**src/design/tlbkc_pkg.sv**
```systemverilog
// Package for the two-list bitmap key cache.
// Holds the pool size, key and status types, and cell control codes.
// No dependencies.
package tlbkc_pkg;

  localparam int ENTRIES = 64;
  localparam int IDX_W   = $clog2(ENTRIES);
  localparam int CNT_W   = $clog2(ENTRIES + 1);

  typedef enum logic [1:0] {
    ST_EMPTY  = 2'd0,
    ST_TEMP   = 2'd1,
    ST_CACHED = 2'd2
  } entry_st_t;

  typedef enum logic [1:0] {
    RES_NOT_CACHED     = 2'd0,
    RES_CACHED_NOW     = 2'd1,
    RES_ALREADY_CACHED = 2'd2
  } res_st_t;

  typedef enum logic {
    OP_LOOKUP = 1'b0,
    OP_CLEAR  = 1'b1
  } opcode_t;

  typedef enum logic [1:0] {
    CM_HOLD      = 2'd0,
    CM_FROM_LOW  = 2'd1,
    CM_FROM_HIGH = 2'd2,
    CM_LOAD      = 2'd3
  } cell_mode_t;

  typedef struct packed {
    logic [63:0] digest;
    logic [15:0] width;
    logic [15:0] height;
    logic [2:0]  pixel_bytes;
  } key_t;

  typedef struct packed {
    key_t      key;
    entry_st_t st;
  } cell_data_t;

  typedef struct packed {
    logic       clear;
    cell_mode_t mode;
    entry_st_t  new_st;
  } cell_ctl_t;

  typedef struct packed {
    logic        opcode;
    logic [63:0] key_digest;
    logic [15:0] key_width;
    logic [15:0] key_height;
    logic [2:0]  key_pixel_bytes;
    logic        force_req;
  } in_beat_t;

  typedef struct packed {
    logic [1:0]  status;
    logic        key_valid;
    logic        evicted;
    logic [63:0] evicted_digest;
    logic [15:0] evicted_width;
    logic [15:0] evicted_height;
    logic [2:0]  evicted_pixel_bytes;
  } out_beat_t;

endpackage

```
**src/design/tlbkc_cell.sv**
```systemverilog
// One slot of the recency row: holds a key and its status, compares it
// against the request and loads from a neighbor or the request key.
// Depends on tlbkc_pkg.
module tlbkc_cell (
  input  logic                  clk,
  input  logic                  rst_n,
  input  tlbkc_pkg::key_t       req_key,
  input  tlbkc_pkg::cell_ctl_t  ctl,
  input  tlbkc_pkg::cell_data_t low_nbr,
  input  tlbkc_pkg::cell_data_t high_nbr,
  output tlbkc_pkg::cell_data_t data,
  output logic                  match
);
  import tlbkc_pkg::*;

  key_t      key_r, key_nxt;
  entry_st_t st_r, st_nxt;

  always_comb begin
    key_nxt = key_r;
    st_nxt  = st_r;
    unique case (ctl.mode)
      CM_HOLD: begin
      end
      CM_FROM_LOW: begin
        key_nxt = low_nbr.key;
        st_nxt  = low_nbr.st;
      end
      CM_FROM_HIGH: begin
        key_nxt = high_nbr.key;
        st_nxt  = high_nbr.st;
      end
      CM_LOAD: begin
        key_nxt = req_key;
        st_nxt  = ctl.new_st;
      end
      default: begin
      end
    endcase
    if (ctl.clear) st_nxt = ST_EMPTY;
  end

  always_ff @(posedge clk) begin
    key_r <= key_nxt;
    if (!rst_n) st_r <= ST_EMPTY;
    else        st_r <= st_nxt;
  end

  assign data.key = key_r;
  assign data.st  = st_r;
  assign match    = (st_r != ST_EMPTY) && (key_r == req_key);
endmodule

```
**config.mk**
```make
export PLATFORM = sky130hd
export DESIGN_NAME = tlbkc_cell
export DESIGN_NICKNAME = d
export VERILOG_FILES = /design/src/design/tlbkc_pkg.sv /design/src/design/tlbkc_cell.sv
export SDC_FILE = /design/constraint.sdc
export NUM_CORES = 1
export LEC_CHECK = 0
export BUFFER_PORTS_ARGS = -buffer_cell sky130_fd_sc_hd__buf_4
export CORE_AREA = 2 2 161 163
export CTS_CLUSTER_SIZE = 40
export DETAILED_ROUTE_END_ITERATION = 16
export DIE_AREA = 0 0 163 165
export SYNTH_ARGS = -nofsm -noshare
export SYNTH_HDL_FRONTEND = slang
export SYNTH_SLANG_ARGS = --single-unit
```
**constraint.sdc**
```tcl
create_clock -name clk -period 6.28 [get_ports clk]
set_input_delay 1.256 -clock clk [delete_from_list [all_inputs] [get_ports clk]]
set_output_delay 1.256 -clock clk [all_outputs]
set_load 0.03 [all_outputs]
```
==> impl_metrics.toml <==
[run_status]
status = "finished clean"

[clock_tree]
ctsLongestPathBuffers = 2
cts_made_buffers = 9
hold_buffers = 0
post-cts-setup-buffers = 0
cts_sinks = 101
h-tree-depth = 3
post_cts_resized = 0
clk_pin_slew_worst_paths_ns = 0.07
cts_root_buf = "clkbuf_16"
insertion_delay_ns = 0.34
cts_tree = "done"

[grt]
grt_start_max_net_pins = 84
antenna_found_initial = 0
overflow = 0
grt_pass1_wl_mm = 36.8
grt_pass1_vias = 6153
grt_util_all_layers_pct = 18.4

[drt]
drt_iter0_drc = 357
first_pass_iters = 4
wl_met3_mm = 1.95
wl_per_cell_um = 19.4
met2_length_mm = 13.3
vias = 6091
routed_wirelength_mm = 25.9
drc_errors = 0
vias_per_cell = 4.57
wl_met1_mm = 10.2
antenna_left = 0
top_layer = "met4"

[pwr]
clock_power_share_pct = 24.9
p_switching_w = 0.000723
irDropWorstVdd_v = 0.000126
p_seq_share_pct = 41.6
combPwrFrac_pct = 33.6
p_int_w = 0.00144
powerDensity_nw_per_um2 = 217
p_leak_nw = 4.49
switching_share_pct = 33.4

[cells_and_area]
fillerInstances = 2549
areaGrowthSynthToFinish_pct = 58.2
layout.cells.non_filler = 1333
diodes = 0
fin_nets = 1306
drive_gt1_share_pct = 43.3
mostFrequentLayoutCells = "buf_4, nor2_1, mux2i_1, a21oi_1, edfxtp_1"
final_common_cell = "buf_4"

[setup_path]
reg2reg_depth = 2
critPathArrivalTime_ns = 3.10
reg2reg_slack_ns = 5.15
cp_max_fo = 2
path_class = "in -> out"
reg2reg_to = "st_r[1]$_SDFFE_PP0P_"
start_kind = "input pin"
r2r_start = "st_r[1]$_SDFFE_PP0P_"
worstSetupEndpointType = "primary output"
required_ns = 5.02

[hold_path]
min_to = "st_r[0]$_SDFFE_PP0P_"
hp-class = "reg -> reg"
whs_path_depth = 2
min_from = "st_r[0]$_SDFFE_PP0P_"

[synth]
ys_ff_latch = 101
yosysWarnings = 0
syn_nets = 914
avgSynthCellArea_um2 = 10.4
syn_area_um2 = 6290
postSynthCellCount = 606
synth_cell_type_count = 33
ys_seq_area_share_pct = 47.9

[die]
dieArea_um2 = 26900
die_w_um = 163
core_area_um2 = 25000
initial_core_util_pct = 25.1
num_rows = 58
die_y_um = 165
pin_count = 410

[sta]
maxSlewHeadroom_pct = 34.8
fin_crit_ns = 4.35
rsz0062_at_grt = "no"
maxClockFrequency_ghz = 0.230
hold_violations = 0
setup_tns_ns = 0
period_share_pct = 69.3
setup_viol = 0
finalClockSkew_ns = 0
slew_violations = 0
max_slew.worst_pin.slew_ns = 0.979

[place]
io_buffers = 409
gp_congestion = 0.815
hpwl_mm = 20.9
placed_cells = 1317

[job]
max_cap_viol_count = 0
==> critical path, cell delays in order <==
cell	delay [ns]
buf_4	0.12
xnor2_1	0.38
nand4_1	0.14
nor4_1	0.51
nand4_1	0.19
nor4_2	0.29
buf_4	0.21
==> power by group through the flow <==
stage               clock [W]  sequential [W]  combinational, W
finish               0.000538        0.000900          0.000726
global route         0.000577        0.000910          0.000776
CTS                  0.000561        0.000901          0.000735
detailed placement          0        0.000914          0.000734
global placement            0        0.000913          0.000730
floorplan                   0         0.00106          0.000212
==> Yosys cell counts, drive strengths merged <==
| cell | number | area, µm² |
|---|---|---|
| or2 | 1 | 6.26 |
| a21oi | 99 | 495 |
| nand4 | 18 | 113 |
| nor4 | 8 | 56.3 |
| o2111ai | 3 | 26.3 |
| and2b | 1 | 7.51 |
| inv | 28 | 105 |
| o221ai | 2 | 17.5 |
| edfxtp | 99 | 2970 |
| a222oi | 1 | 10.0 |
| mux4 | 2 | 45.0 |
| nor2b | 8 | 50.1 |
| nand2 | 1 | 3.75 |
| a22o | 1 | 8.76 |
| and3b | 2 | 17.5 |
| mux2i | 99 | 991 |
| nor2 | 100 | 375 |
| nor3 | 1 | 5.00 |
| a221oi | 3 | 26.3 |
| o22ai | 11 | 68.8 |
| dfxtp | 2 | 40.0 |
| xor2 | 8 | 70.1 |
| clkbuf | 22 | 82.6 |
| clkinv | 1 | 3.75 |
| a2111oi | 3 | 32.5 |
| a2111o | 2 | 22.5 |
| buf | 11 | 53.8 |
| nand2b | 9 | 56.3 |
| xnor2 | 60 | 526 |
==> layout make-up <==
cell class	instances	area [µm²]	share of cell area, %
clock inverter	6	38.8	0.390
clock buffer	10	229	2.30
inverter	29	109	1.09
timing repair buffer	414	3120	31.3
tap	330	413	4.15
sequential	101	3010	30.3
multi-input combinational	443	3030	30.5
==> layer usage <==
metal | GRT usage, % | vias up
li1 | - | 2981
met1 | 21.5 | 2823
met2 | 33.6 | 264
met3 | 4.57 | 23
met4 | 4.99 | 0
met5 | 0 | -
==> flip-flops by register name (all words and copies together) (netlist names) <==
register / count
data: 99
st_r: 2
==> worst max path at each step <==
stage                     slack, ns        start  depth (start not counted)             endpoint
after floorplan                1.79       ctl[3]                          3  data[100]$_DFFE_PP_
after global placement         1.79  req_key[61]                          7                match
after detailed placement       1.80  req_key[61]                          7                match
after CTS                      1.79  req_key[61]                          7                match
after global routing           1.67  req_key[61]                          7                match
final                          1.93  req_key[61]                          7                match
==> metrics by stage <==
stage                     setup slack (ns)  cell area (µm²)  power, W  hold slack [ns]  utilization, %
final                                 1.93             9950   0.00216            0.874            39.7
after global routing                  1.67             9950   0.00226            0.882            39.7
after CTS                             1.79             9950   0.00220            0.886            39.7
after detailed placement              1.80             9680   0.00165            0.859            38.7
after global placement                1.79             9680   0.00164            0.877            38.7
after floorplan                       1.79             6290   0.00127            0.942               -
==> kinds of logic after synthesis <==
family	synth area share [%]
flip-flops	47.9
XOR/XNOR	9.47
multiplexers	16.5
AO/OA/AOI/OAI	11.3
AND/OR/NAND/NOR	11.0
buffers and inverters	3.90
No activity file was read; power rests on OpenSTA's default activity.
